**src/rtl/ita_pkg.sv**
```systemverilog
// shared types, codes and character constants for the integer to ascii formatter
package ita_pkg;

    localparam int DIGIT_BUFFER_DEPTH_DEF = 20;
    localparam int DEC_BITS               = 32;
    localparam int PTR_BITS               = 64;
    localparam int PREFIX_BITS            = 40;
    localparam int CONV_CNT_BITS          = 6;

    localparam logic [7:0] CH_ZERO     = 8'h30;
    localparam logic [7:0] CH_X        = 8'h78;
    localparam logic [7:0] CH_MINUS    = 8'h2d;
    localparam logic [7:0] CH_PERCENT  = 8'h25;
    localparam logic [7:0] CH_LOWER_A  = 8'h61;
    localparam logic [7:0] CH_UPPER_A  = 8'h41;
    localparam logic [PREFIX_BITS-1:0] NIL_TEXT = 40'h28_6e_69_6c_29;

    typedef enum logic [2:0] {
        OP_CHAR    = 3'd0,
        OP_SDEC    = 3'd1,
        OP_UDEC    = 3'd2,
        OP_PTR     = 3'd3,
        OP_HEXLO   = 3'd4,
        OP_HEXUP   = 3'd5,
        OP_PERCENT = 3'd6,
        OP_NONE    = 3'd7
    } op_t;

    typedef struct packed {
        logic [2:0]          opcode;
        logic [PTR_BITS-1:0] value;
    } in_t;

    typedef struct packed {
        logic [7:0] ascii_char;
        logic       last_char;
    } out_t;

    typedef enum logic [2:0] {
        ST_IDLE,
        ST_PREFIX,
        ST_CONVERT,
        ST_SKIP,
        ST_DIGITS
    } state_t;

    typedef enum logic [2:0] {
        DU_HOLD,
        DU_LOAD_HEX,
        DU_LOAD_DEC,
        DU_DABBLE,
        DU_NIB
    } du_cmd_t;

    typedef struct packed {
        du_cmd_t             cmd;
        logic [PTR_BITS-1:0] operand;
    } du_ctl_t;

    function automatic logic [7:0] digit_char(input logic [3:0] d, input logic upper);
        logic [7:0] d8;
        d8 = {4'b0000, d};
        if (d < 4'd10)
        begin
            return CH_ZERO + d8;
        end
        return (upper ? CH_UPPER_A : CH_LOWER_A) + d8 - 8'd10;
    endfunction

endpackage

```
**src/rtl/integer_to_ascii_formatter_top.sv**
```systemverilog
// top level of the integer to ascii formatter
//
// input channel: in_valid / in_stall with in_data {opcode, value}, one
// conversion request per transfer. output channel: out_valid / out_stall with
// out_data {ascii_char, last_char}, one character per transfer, most
// significant digit first, last_char set on the final character.
// in_stall stays high from the cycle after a request is taken until its last
// character has been loaded into the output register; no-conversion requests
// produce no characters and leave the block idle.
// per request: decimal takes 32 double dabble steps on the digit register,
// hex and pointer skip them; then come the leading zero skip steps, the exit
// from the skip and the digits. the minus sign, the 0x prefix, char, percent
// and nil text go out one character per cycle while out_stall is low, and so
// do the digits. the digit register shift unit and the single output register
// set this pace.
// a prefix or single character moves from the prefix register to the output
// register once that can take it. reset clears the sequencer to idle and
// empties the output register. while out_stall is high the held character
// stays on out_data and the sequencer waits before producing the next one.
module integer_to_ascii_formatter_top #(
    parameter int DIGIT_BUFFER_DEPTH = ita_pkg::DIGIT_BUFFER_DEPTH_DEF
) (
    input  logic          clk,
    input  logic          rst_n,
    input  logic          in_valid,
    output logic          in_stall,
    input  ita_pkg::in_t  in_data,
    output logic          out_valid,
    input  logic          out_stall,
    output ita_pkg::out_t out_data
);
    import ita_pkg::*;

    du_ctl_t    du_ctl;
    logic [3:0] top_digit;

    ita_seq #(
        .DIGIT_BUFFER_DEPTH(DIGIT_BUFFER_DEPTH)
    ) u_seq (
        .clk       (clk),
        .rst_n     (rst_n),
        .in_valid  (in_valid),
        .in_stall  (in_stall),
        .in_data   (in_data),
        .out_valid (out_valid),
        .out_stall (out_stall),
        .out_data  (out_data),
        .du_ctl    (du_ctl),
        .top_digit (top_digit)
    );

    ita_digits #(
        .DIGIT_BUFFER_DEPTH(DIGIT_BUFFER_DEPTH)
    ) u_digits (
        .clk       (clk),
        .ctl       (du_ctl),
        .top_digit (top_digit)
    );

endmodule

```
**src/rtl/ita_digits.sv**
```systemverilog
// digit register with shared shift unit: load, double dabble step or nibble shift
module ita_digits #(
    parameter int DIGIT_BUFFER_DEPTH = ita_pkg::DIGIT_BUFFER_DEPTH_DEF
) (
    input  logic              clk,
    input  ita_pkg::du_ctl_t  ctl,
    output logic [3:0]        top_digit
);
    import ita_pkg::*;

    localparam int DW = DIGIT_BUFFER_DEPTH * 4;

    logic [DW-1:0]       digit_reg;
    logic [DW-1:0]       digit_next;
    logic [DW-1:0]       adj;
    logic [DEC_BITS-1:0] bin_reg;
    logic [DEC_BITS-1:0] bin_next;

    // add three to every bcd digit of five or more
    always_comb
    begin
        for (int i = 0; i < DIGIT_BUFFER_DEPTH; i++)
        begin
            if (digit_reg[i*4 +: 4] >= 4'd5)
            begin
                adj[i*4 +: 4] = digit_reg[i*4 +: 4] + 4'd3;
            end
            else
            begin
                adj[i*4 +: 4] = digit_reg[i*4 +: 4];
            end
        end
    end

    always_comb
    begin
        digit_next = digit_reg;
        bin_next   = bin_reg;
        unique case (ctl.cmd)
            DU_LOAD_HEX:
            begin
                digit_next = DW'(ctl.operand);
            end
            DU_LOAD_DEC:
            begin
                digit_next = '0;
                bin_next   = ctl.operand[DEC_BITS-1:0];
            end
            DU_DABBLE:
            begin
                digit_next = {adj[DW-2:0], bin_reg[DEC_BITS-1]};
                bin_next   = {bin_reg[DEC_BITS-2:0], 1'b0};
            end
            DU_NIB:
            begin
                digit_next = {digit_reg[DW-5:0], 4'b0000};
            end
            default:
            begin
                digit_next = digit_reg;
            end
        endcase
    end

    always_ff @(posedge clk)
    begin
        digit_reg <= digit_next;
        bin_reg   <= bin_next;
    end

    assign top_digit = digit_reg[DW-1 -: 4];

endmodule

```
**src/rtl/ita_seq.sv**
```systemverilog
// sequencer: request decode, prefix text, conversion steps and output register
module ita_seq #(
    parameter int DIGIT_BUFFER_DEPTH = ita_pkg::DIGIT_BUFFER_DEPTH_DEF
) (
    input  logic              clk,
    input  logic              rst_n,
    input  logic              in_valid,
    output logic              in_stall,
    input  ita_pkg::in_t      in_data,
    output logic              out_valid,
    input  logic              out_stall,
    output ita_pkg::out_t     out_data,
    output ita_pkg::du_ctl_t  du_ctl,
    input  logic [3:0]        top_digit
);
    import ita_pkg::*;

    localparam int CW = $clog2(DIGIT_BUFFER_DEPTH + 1);

    state_t                   state_reg;
    state_t                   state_next;
    logic [PREFIX_BITS-1:0]   prefix_reg;
    logic [PREFIX_BITS-1:0]   prefix_next;
    logic [2:0]               plen_reg;
    logic [2:0]               plen_next;
    logic                     has_dig_reg;
    logic                     has_dig_next;
    logic                     is_dec_reg;
    logic                     is_dec_next;
    logic                     upper_reg;
    logic                     upper_next;
    logic [CONV_CNT_BITS-1:0] conv_reg;
    logic [CONV_CNT_BITS-1:0] conv_next;
    logic [CW-1:0]            rem_reg;
    logic [CW-1:0]            rem_next;
    logic                     out_valid_reg;
    logic                     out_valid_next;
    out_t                     out_reg;
    out_t                     out_next;

    logic                     can_emit;
    logic                     emit;
    out_t                     emit_data;
    logic [DEC_BITS-1:0]      low32;
    logic [DEC_BITS-1:0]      mag;
    logic                     neg;

    assign low32    = in_data.value[DEC_BITS-1:0];
    assign neg      = low32[DEC_BITS-1];
    assign mag      = neg ? (~low32 + DEC_BITS'(1)) : low32;
    assign can_emit = !out_valid_reg || !out_stall;

    always_comb
    begin
        state_next     = state_reg;
        prefix_next    = prefix_reg;
        plen_next      = plen_reg;
        has_dig_next   = has_dig_reg;
        is_dec_next    = is_dec_reg;
        upper_next     = upper_reg;
        conv_next      = conv_reg;
        rem_next       = rem_reg;
        du_ctl.cmd     = DU_HOLD;
        du_ctl.operand = in_data.value;
        emit           = 1'b0;
        emit_data      = '0;

        unique case (state_reg)
            ST_IDLE:
            begin
                if (in_valid)
                begin
                    rem_next     = CW'(DIGIT_BUFFER_DEPTH);
                    conv_next    = CONV_CNT_BITS'(DEC_BITS);
                    prefix_next  = '0;
                    plen_next    = 3'd0;
                    has_dig_next = 1'b1;
                    is_dec_next  = 1'b0;
                    upper_next   = 1'b0;
                    unique case (op_t'(in_data.opcode))
                        OP_CHAR:
                        begin
                            prefix_next  = {in_data.value[7:0], 32'd0};
                            plen_next    = 3'd1;
                            has_dig_next = 1'b0;
                            state_next   = ST_PREFIX;
                        end
                        OP_PERCENT:
                        begin
                            prefix_next  = {CH_PERCENT, 32'd0};
                            plen_next    = 3'd1;
                            has_dig_next = 1'b0;
                            state_next   = ST_PREFIX;
                        end
                        OP_SDEC:
                        begin
                            prefix_next    = {CH_MINUS, 32'd0};
                            plen_next      = neg ? 3'd1 : 3'd0;
                            is_dec_next    = 1'b1;
                            du_ctl.cmd     = DU_LOAD_DEC;
                            du_ctl.operand = {{(PTR_BITS-DEC_BITS){1'b0}}, mag};
                            state_next     = neg ? ST_PREFIX : ST_CONVERT;
                        end
                        OP_UDEC:
                        begin
                            is_dec_next    = 1'b1;
                            du_ctl.cmd     = DU_LOAD_DEC;
                            du_ctl.operand = {{(PTR_BITS-DEC_BITS){1'b0}}, low32};
                            state_next     = ST_CONVERT;
                        end
                        OP_PTR:
                        begin
                            if (in_data.value == '0)
                            begin
                                prefix_next  = NIL_TEXT;
                                plen_next    = 3'd5;
                                has_dig_next = 1'b0;
                            end
                            else
                            begin
                                prefix_next = {CH_ZERO, CH_X, 24'd0};
                                plen_next   = 3'd2;
                                du_ctl.cmd  = DU_LOAD_HEX;
                            end
                            state_next = ST_PREFIX;
                        end
                        OP_HEXLO,
                        OP_HEXUP:
                        begin
                            upper_next     = (op_t'(in_data.opcode) == OP_HEXUP);
                            du_ctl.cmd     = DU_LOAD_HEX;
                            du_ctl.operand = {{(PTR_BITS-DEC_BITS){1'b0}}, low32};
                            state_next     = ST_SKIP;
                        end
                        OP_NONE:
                        begin
                            state_next = ST_IDLE;
                        end
                        default:
                        begin
                            state_next = ST_IDLE;
                        end
                    endcase
                end
            end
            ST_PREFIX:
            begin
                if (can_emit)
                begin
                    emit                 = 1'b1;
                    emit_data.ascii_char = prefix_reg[PREFIX_BITS-1 -: 8];
                    emit_data.last_char  = (plen_reg == 3'd1) && !has_dig_reg;
                    prefix_next          = {prefix_reg[PREFIX_BITS-9:0], 8'd0};
                    plen_next            = plen_reg - 3'd1;
                    if (plen_reg == 3'd1)
                    begin
                        if (!has_dig_reg)
                        begin
                            state_next = ST_IDLE;
                        end
                        else if (is_dec_reg)
                        begin
                            state_next = ST_CONVERT;
                        end
                        else
                        begin
                            state_next = ST_SKIP;
                        end
                    end
                end
            end
            ST_CONVERT:
            begin
                du_ctl.cmd = DU_DABBLE;
                conv_next  = conv_reg - CONV_CNT_BITS'(1);
                if (conv_reg == CONV_CNT_BITS'(1))
                begin
                    state_next = ST_SKIP;
                end
            end
            ST_SKIP:
            begin
                // drop leading zeros, keep at least one digit
                if (top_digit == 4'd0 && rem_reg > CW'(1))
                begin
                    du_ctl.cmd = DU_NIB;
                    rem_next   = rem_reg - CW'(1);
                end
                else
                begin
                    state_next = ST_DIGITS;
                end
            end
            ST_DIGITS:
            begin
                if (can_emit)
                begin
                    emit                 = 1'b1;
                    emit_data.ascii_char = digit_char(top_digit, upper_reg);
                    emit_data.last_char  = (rem_reg == CW'(1));
                    du_ctl.cmd           = DU_NIB;
                    rem_next             = rem_reg - CW'(1);
                    if (rem_reg == CW'(1))
                    begin
                        state_next = ST_IDLE;
                    end
                end
            end
            default:
            begin
                state_next = ST_IDLE;
            end
        endcase
    end

    always_comb
    begin
        out_valid_next = out_valid_reg;
        out_next       = out_reg;
        if (emit)
        begin
            out_valid_next = 1'b1;
            out_next       = emit_data;
        end
        else if (!out_stall)
        begin
            out_valid_next = 1'b0;
        end
    end

    always_ff @(posedge clk or negedge rst_n)
    begin
        if (!rst_n)
        begin
            state_reg     <= ST_IDLE;
            out_valid_reg <= 1'b0;
        end
        else
        begin
            state_reg     <= state_next;
            out_valid_reg <= out_valid_next;
        end
    end

    always_ff @(posedge clk)
    begin
        prefix_reg  <= prefix_next;
        plen_reg    <= plen_next;
        has_dig_reg <= has_dig_next;
        is_dec_reg  <= is_dec_next;
        upper_reg   <= upper_next;
        conv_reg    <= conv_next;
        rem_reg     <= rem_next;
        out_reg     <= out_next;
    end

    assign in_stall  = (state_reg != ST_IDLE);
    assign out_valid = out_valid_reg;
    assign out_data  = out_reg;

endmodule

```
**config.mk**
```make
export PLATFORM = sky130hd
export DESIGN_NAME = integer_to_ascii_formatter_top
export DESIGN_NICKNAME = d
export VERILOG_FILES = /design/src/rtl/ita_pkg.sv /design/src/rtl/integer_to_ascii_formatter_top.sv /design/src/rtl/ita_digits.sv /design/src/rtl/ita_seq.sv
export SDC_FILE = /design/constraint.sdc
export NUM_CORES = 1
export LEC_CHECK = 0
export BUFFER_PORTS_ARGS = -buffer_cell sky130_fd_sc_hd__buf_2
export CORE_ASPECT_RATIO = 1.2
export CORE_MARGIN = 5
export CORE_UTILIZATION = 66
export DETAILED_ROUTE_END_ITERATION = 10
export HOLD_SLACK_MARGIN = 0.05
export MAX_ROUTING_LAYER = met4
export PLACE_DENSITY = 0.86
export SYNTH_ARGS = -nofsm -noshare
export SYNTH_HDL_FRONTEND = slang
export SYNTH_HIERARCHICAL = 1
export SYNTH_SLANG_ARGS = --single-unit
```
**constraint.sdc**
```tcl
create_clock -name clk -period 10.92 [get_ports clk]
set_input_delay 0 -clock clk [delete_from_list [all_inputs] [get_ports clk]]
set_output_delay 0 -clock clk [all_outputs]
set_load 0.005 [all_outputs]
```
---- Word-level counts from Yosys, hierarchy flattened ----
Index checks and enable logic that the tools add are counted.
word-level totals
  output and inout port bits .............. 11
  word-level logic and storage cells ...... 193
  register bits after elaboration ......... 182
operators by class
  mux-type cells .......................... 76
  add/sub/neg operators ................... 27
  bitwise operators ....................... 1
  reduce and logical (&&, ||, !) cells .... 27
  equality and inequality tests ........... 27
  $lt $le $gt $ge ......................... 22
operators by type and width
  operator                                                                number
  80-bit one-hot mux with 4 select lines                                  1
  40-bit one-hot mux with 4 select lines                                  1
  64-bit one-hot mux with 2 select lines                                  1
  4-bit by 3-bit >= comparator with 1-bit output (second input constant)  20
  40-bit 2-to-1 mux                                                       2
  40-bit one-hot mux with 2 select lines                                  1
  4-bit by 2-bit adder with 4-bit output (second input constant)          19
  4-bit 2-to-1 mux                                                        19
  67-bit 2-to-1 mux                                                       1
  64-bit zero test                                                        1
  64-bit 2-to-1 mux                                                       1
  32-bit one-hot mux with 2 select lines                                  1
  3-bit 2-to-1 mux                                                        14
  37-bit 2-to-1 mux                                                       1
  32-bit by 1-bit adder with 32-bit output (second input constant)        1
  32-bit 2-to-1 mux                                                       1
  32-bit inverter                                                         1
  3-bit one-hot mux with 5 select lines                                   2
  3-bit by 2-bit equality test with 1-bit output (second input constant)  6
  3-bit equality test (second input constant)                             6
  9-bit 2-to-1 mux                                                        2
  9-bit one-hot mux with 2 select lines                                   1
  8-bit 2-to-1 mux                                                        2
  5-bit 2-to-1 mux                                                        3
  38 further kinds                                                        72

---- Longest topological paths before layout ----
Gate-level depths: netlist of the first run.
  depth in word-level cells ............... 8
  gate-level depth with buffers ........... 14
  depth with buffers taken out ............ 10

---- Modules after synthesis ----
Netlist of the first run, hierarchy kept.
by module, submodules not included
  module      sequential area each (um^2)  times used  cells an instance  area each (um^2)
  ita_digits  3,363.2                      1           760                7,452.1
  ita_seq     1,391.3                      1           401                3,504.6

---- Least setup slack after synthesis of the first run ----
Ideal clock, no wire load.
  path kind ............................... register to register
  start point ............................. reg u_seq.rem_reg[1]
  end point ............................... reg u_digits.digit_reg[0], enable pin
  setup slack ............................. 4.730 ns
  cell stages (with the launch flop) ...... 10
  arrival ................................. 5.635 ns
  clock period less this slack ............ 6.190 ns
  cell sequence ........................... edfxtp_1 > inv_1 > ha_1 > o21bai_1 > a2111oi_0 > nand3_1 > nand2_1 > buf_2 > buf_1 > xnor2_1
RTL lines
  what                    line              RTL
  start, declared         ita_seq.sv:34     logic [CW-1:0] rem_reg;
  start signal, assigned  ita_seq.sv:253    rem_reg <= rem_next;
  end signal, assigned    ita_digits.sv:67  digit_reg <= digit_next;
  end, declared           ita_digits.sv:13  logic [DW-1:0] digit_reg;

==> results of run 1 <==
-- stage by stage --
step / cell area [µm²] / cells / utilization [%] / worst slack, ns / power [mW]
5_1_grt: 12200 / 1454 / 75.0 / 6.12 / 4.04
6_report: 12200 / 1454 / 75.0 / 6.44 / 3.80
4_1_cts: 12200 / 1454 / 75.0 / 6.53 / 3.77
3_3_place_gp: 11400 / 1403 / 70.3 / 6.81 / 3.06
2_1_floorplan: 11000 / 1161 / - / 4.73 / 2.73
3_5_place_dp: 11400 / 1403 / 70.3 / 6.57 / 3.15
-- placed cells by master (no fill, tap or decap), types with 14 or more instances in the layout --
cell           count
xor2_1            18
xnor2_1           45
buf_4             14
clkbuf_16         17
a2bb2oi_1         15
a211oi_1          26
ha_1              49
and2_1            60
edfxtp_1         155
mux2_2            24
a31oi_1           16
inv_1             64
a32o_1            27
o21ai_0           77
nor3b_1           31
nand2_1          158
dlygate4sd3_1     19
nand2b_1          25
buf_2             81
nor3_1            26
a21oi_1           98
nor2_1            47
-- final cells by class --
class	instances	share of cell area, %
flip-flops and latches	159	38.9
clock inverters	15	1.28
multi-input cells	872	46.4
well taps	212	2.17
clock buffers	17	3.48
repair buffers	114	5.74
inverters	65	2.00
-- power groups by stage --
stage	combinational (mW)	sequential [mW]	clock (mW)
final	1.80	1.40	0.597
after global routing	1.97	1.43	0.628
after CTS	1.78	1.39	0.601
after detailed placement	1.75	1.40	0
after global placement	1.68	1.39	0
after floorplan	1.38	1.35	0
-- worst max-delay path, cell delays in order (launching register included) --
cell and delay [ns]:
edfxtp_1 0.45, ha_1 0.24, o21bai_1 0.15, a2111oi_0 0.84, nand3_1 0.30, nand2_1 0.17, buf_4 0.44, nand2b_1 0.10
buf_4 0.26, nor2_1 0.75, nor2_1 0.23, a22o_1 0.29
-- per-layer routing --
layer	global-route usage (%)	wire length (µm)	vias to the layer above
met2	52.7	14300	554
met3	4.94	2750	102
li1	-	-	4378
met1	37.3	10800	4557
met5	-	0	-
met4	12.8	1030	0
-- worst paths after layout --
| kind | end | cells after the start | start | slack (ns) |
|---|---|---|---|---|
| worst max-delay path | u_digits/digit_reg[1]$_DFFE_PP_ | 11 | u_seq/rem_reg[0]$_SDFFCE_PN0P_ | 6.44 |
| worst min-delay path | u_digits/digit_reg[34]$_DFFE_PP_ | 4 | in_data[34] | 0.08 |
| worst max register to register | u_digits/digit_reg[1]$_DFFE_PP_ | 11 | u_seq/rem_reg[0]$_SDFFCE_PN0P_ | 6.44 |
| worst min register to register | u_digits/bin_reg[25]$_DFFE_PP_ | 2 | u_digits/bin_reg[24]$_DFFE_PP_ | 0.52 |
| max in group asynchronous | u_seq/state_reg[2]$_DFFE_PN0P_ | 3 | rst_n | 10.24 |
| min in group asynchronous | u_seq/out_valid$_DFFE_PN0P_ | 3 | rst_n | 0.48 |
-- timing repair --
| item | in CTS | in global routing |
|---|---|---|
| hold buffers | 19 | 0 |
| setup endpoints to repair | 0 | 0 |
| endpoints found under the hold margin | 22 | 0 |
| setup buffers | 0 | 0 |
-- kinds of logic (layout without fill, tap and decap cells) --
logic type                 after synthesis  in the layout  synth area share, %
xor gates and xnor gates                64             64                 5.12
and+or+nand+nor                        403            403                 18.6
buffers and inverters                  130            211                 5.01
DFF                                    159            159                 43.4
adders and majority gates               49             49                 5.60
muxes                                   26             26                 2.65
AOI/OAI and AO/OA                      330            330                 19.7
==> reports/metrics.cfg, run 1 <==
[die]
io_pins = 82
row_count = 51
initial_core_util_pct = 67.3
die_h_um = 151
die_area_um2 = 19300
die_width_um = 128
coreArea_um2 = 16300

[power_and_ir_drop]
switchingPower_mw = 1.61
p_leak_nw = 4.71
p_seq_share_pct = 36.9
combPwrFrac_pct = 47.4
powerDensity_nw_per_um2 = 311
p_clk_share_pct = 15.7
peakVddDrop_uv = 243
intPower_mw = 2.19
switching_share_pct = 42.4

[clock_network]
cts_made_buffers = 17
htree_levels = 4
cts_resized = 0
cts_tree = yes
clk_pin_slew_ns = 0.06
worst_skew_pair.late_latency_ns = 0.43
cts_root_buf = clkbuf_16
cts_sinks = 159
cts_buffer_depth = 2

[yosys]
ys.flop_type = edfxtp_1
synth_area_leaders = edfxtp_1, ha_1, nand2_1
synth_common_cells = nand2_1, edfxtp_1, a21oi_1
syn_area_um2 = 11000
yosysWarnings = 6
yosys.area.top_type_share_pct = 42.5
synth.most_common_cell = nand2_1
ys_ff_latch = 159
async_reset_ff_share_pct = 2.52
avgSynthCellArea_um2 = 9.44
synth_top_area_cell = edfxtp_1
synth-edff-count = 155
netlist_instances = 1161
synth_cell_types = 62
ys_seq_area_share_pct = 43.4
synth_nets = 1281

[timing]
rsz0062_at_grt = no
period_needed_ns = 4.48
setup_violations = 0
fmax_mhz = 223
hold_ws_ns = 0.0756
worst_clock_skew_ns = 0.00614
final_hold_viol_count = 0
tightest_slew_ns = 1.18
tns_ns = 0
post-route-period-util_pct = 41.1
max-slew-margin-rel_pct = 21.5
maxSlewViolCount = 0

[placement]
port_buffers = 81
gp_congestion = 0.988
hpwl_um = 19900

[drt]
routed-via-count = 9591
routed_via_density = 6.60
drc_errors = 0
drt_wl_total_um = 28900
wl_per_cell_um = 19.9
drt-initial-drc-count = 1449
ant_nets = 0
drtPass1Iterations = 6

[worst_setup_path]
criticalPathCategory = reg2reg
end_kind = flop
crit_required_ns = 11.10
start_kind = flop
arrival_ns = 4.67
worstPathMaxFanout = 43

[layout]
drive_gt1_share_pct = 13.3
syn2layout_area_growth_pct = 11.5
final-seq-area_um2 = 4750
fill_cells = 1152
multi_input_area_um2 = 5670
antenna_cells = 0
final_nets = 1349
largest_register_ff_count = 80

[min_path]
hp-class = in2reg

[global_routing]
grt_pass1_vias = 9372
grt_overflow = 0
grt_usage_pct = 31.1
antenna_found_initial = 0
grt_max_degree = 69
grt_pass1_wl_um = 46300

[job]
cap_violations = 0

[run_status]
outcome = complete, no violations

Note: power is estimated with default switching activity, not from simulation.
==> inputs of run 2 (changes only) <==
Settings changed: CORE_UTILIZATION 66 to 56, PLACE_DENSITY 0.86 to 0.78.
Clock period 10.92 ns to 3.9 ns, I/O delays scaled along.
==> run 2 against run 1 <==
Compared with the run above: sequential cell count unchanged; worst setup slack worse by 5.9 ns; critical endpoint is now u_digits/digit_reg[2]$_DFFE_PP_; highest routed layer unchanged; core utilization down 11 points; global-route usage down 4.4 points; sequential share of layout area down 0.85 points; routed wire length up 0.43%; clock power rose to 2.8 times the previous value; power rose to 2.8 times the previous value; clock skew up 0.0073 ns.
==> reports/metrics.cfg, run 2 (synthesis results as in run 1) <==
[min_path]
whs_endpoint = u_digits/digit_reg[32]$_DFFE_PP_
hold_path_depth = 3  ; -1
hp-class = in2reg
hold_path.startpoint = in_data[32]

[job]
cap_violations = 0  ; unchanged

[global_routing]
grt_pass1_wl_um = 45700  ; -1.2%
gr-usage-met1_pct = 33.3  ; -4.0 points
grt_usage_pct = 26.7  ; -4.4 points
gr-usage-met3_pct = 4.47  ; -0.47 points
grt_max_degree = 55  ; -20%
grt_overflow = 0  ; unchanged
top_usage_layer = met2
grtUsageMet2_pct = 44.3  ; -8.4 points
grt_pass1_vias = 9241  ; -1.4%
antenna_found_initial = 1  ; +1

[timing]
worst_clock_skew_ns = 0.0134  ; +0.00727 ns
maxSlewViolCount = 0  ; unchanged
tightest_slew_ns = 1.11  ; -0.0690 ns
rsz0062_at_grt = no
tns_ns = 0  ; unchanged
max-slew-margin-rel_pct = 26.1  ; +4.6 points
setup_violations = 0  ; unchanged
fmax_mhz = 299  ; +34%
post-route-period-util_pct = 85.8  ; +45 points
final_hold_viol_count = 0  ; unchanged
period_needed_ns = 3.35  ; -1.14 ns

[layout]
largest_register_ff_count = 80  ; unchanged
final_nets = 1372  ; +1.7%
layout_common_cells = nand2_1, edfxtp_1, a21oi_1
drive_gt1_share_pct = 14.9  ; +1.6 points
syn2layout_area_growth_pct = 13.9
final_common_cell = nand2_1
fill_cells = 1561  ; +36%
fin_cells = 1528  ; +5.1%

[clock_network]
cts_sinks = 159  ; unchanged
cts_buffer_depth = 2  ; unchanged
cts_resized = 0  ; unchanged
cts_made_buffers = 17  ; unchanged
worst_skew_pair.late_latency_ns = 0.44  ; about the same
cts_tree = yes
htree_levels = 4  ; unchanged
cts_root_buf = clkbuf_16
clk_pin_slew_ns = 0.07  ; about the same

[power_and_ir_drop]
p_leak_nw = 4.84  ; +2.6%
p_clk_share_pct = 15.6  ; about the same
switchingPower_mw = 4.50  ; +180%
p_seq_share_pct = 36.1  ; -0.8 points
peakVddDrop_uv = 571  ; +140%
switching_share_pct = 41.7  ; -0.71 points
intPower_mw = 6.28  ; +190%
powerDensity_nw_per_um2 = 864  ; +180%
combPwrFrac_pct = 48.3  ; +0.9 points

[worst_setup_path]
arrival_ns = 3.65  ; -1.02 ns
worstPathMaxFanout = 20  ; -53%
ff2ff_path_depth = 11  ; unchanged
crit_required_ns = 4.20  ; -6.90 ns
r2r_slack_ns = 0.55  ; -5.88 ns
start_kind = flop
criticalPathCategory = reg2reg
end_kind = flop
r2r_start = u_seq/rem_reg[0]$_SDFFCE_PN0P_
reg2reg_to = u_digits/digit_reg[2]$_DFFE_PP_

[drt]
wl_per_cell_um = 19.0  ; -4.4%
routed-via-count = 9453  ; -1.4%
drc_errors = 0  ; unchanged
drtPass1Iterations = 5  ; -1
ant_nets = 0  ; unchanged
drt_wl_total_um = 29000  ; +0.43%
drt-initial-drc-count = 1099  ; -24%
routed_via_density = 6.19  ; -6.2%

[die]
die_area_um2 = 22500  ; +17%
die_width_um = 138  ; +7.9%
row_count = 56  ; +9.8%
io_pins = 82  ; unchanged
initial_core_util_pct = 56.5  ; -11 points
die_h_um = 163  ; +8.0%
coreArea_um2 = 19400  ; +19%

[placement]
port_buffers = 81  ; unchanged
hpwl_um = 20600  ; +3.7%
dpl.cell_count = 1474  ; +5.1%
gp_congestion = 0.920  ; -6.9%

[run_status]
outcome = complete, no violations

run 2: changes by cell type in the layout (fill, tap and decap cells not counted), sizes merged:
cell | before | now
clkinvlp | 3 | 2
dlygate4sd3 | 19 | 20
buf | 95 | 117
diode | 0 | 2
clkbuf | 17 | 18
run 2: power groups by stage:
stage                     clock [mW]  combinational, mW  sequential (mW)
after floorplan                    0               3.88             3.69
after detailed placement           0               5.12             3.90
after CTS                       1.70               5.18             3.88
final                           1.68               5.21             3.89
after global placement             0               4.94             3.88
after global routing            1.76               5.74             3.98
run 2: routing by layer:
layer,share of wire (%),routed length (µm)
met1,39,11400
met2,49,14200
met4,2.8,814
met3,8.9,2580
met5,0,0
run 2: stage by stage:
stage               total power [mW]  area (µm²)  utilization (%)  hold slack [ns]  setup slack (ns)
finish                          10.8       12500             64.3           0.0672             0.552
global route                    11.5       12500             64.3           0.0870             0.350
CTS                             10.8       12500             64.3           0.0518             0.591
detailed placement              9.02       11700             60.3           -0.185             0.419
global placement                8.82       11700             60.3           -0.188             0.498
floorplan                       7.57       11000                -           -0.296             0.495
run 2: how the worst max path moves through the flow:
stage	startpoint	slack [ns]	endpoint
6_report	u_seq/rem_reg[0]$_SDFFCE_PN0P_	0.55	u_digits/digit_reg[2]$_DFFE_PP_
5_1_grt	u_seq/rem_reg[0]$_SDFFCE_PN0P_	0.35	u_digits/digit_reg[2]$_DFFE_PP_
4_1_cts	u_seq/rem_reg[0]$_SDFFCE_PN0P_	0.59	u_digits/digit_reg[1]$_DFFE_PP_
3_5_place_dp	in_data[9]	0.42	u_digits/digit_reg[35]$_DFFE_PP_
3_3_place_gp	in_data[9]	0.50	u_digits/digit_reg[59]$_DFFE_PP_
2_1_floorplan	u_seq/rem_reg[1]$_SDFFCE_PN0P_	0.49	u_digits/digit_reg[0]$_DFFE_PP_
run 2: worst max-delay path: stages, from the launching register on:
cell,delay [ns]
edfxtp_1,0.45
ha_1,0.25
o21bai_1,0.15
a2111oi_0,0.41
buf_4,0.20
nand3_1,0.14
nand2_1,0.27
buf_4,0.34
nand2b_1,0.25
inv_2,0.18
nor2_1,0.35
a22o_1,0.21
run 2: area by class of cell:
type                       instances  area (µm²)  share of cell area, %
multi-input combinational        872        5680                   45.5
sequential                       159        4750                   38.1
timing repair buffer             137         888                   7.12
clock buffer                      18         429                   3.44
tap                              261         327                   2.62
inverter                          65         244                   1.95
clock inverter                    14         156                   1.25
antenna                            2        5.00                 0.0401
run 2: what timing repair did:
action                                  4_1_cts  5_1_grt
setup buffers                                 0        0
hold buffers                                 20        0
endpoints found under the setup margin        0        0
endpoints found under the hold margin        23        0
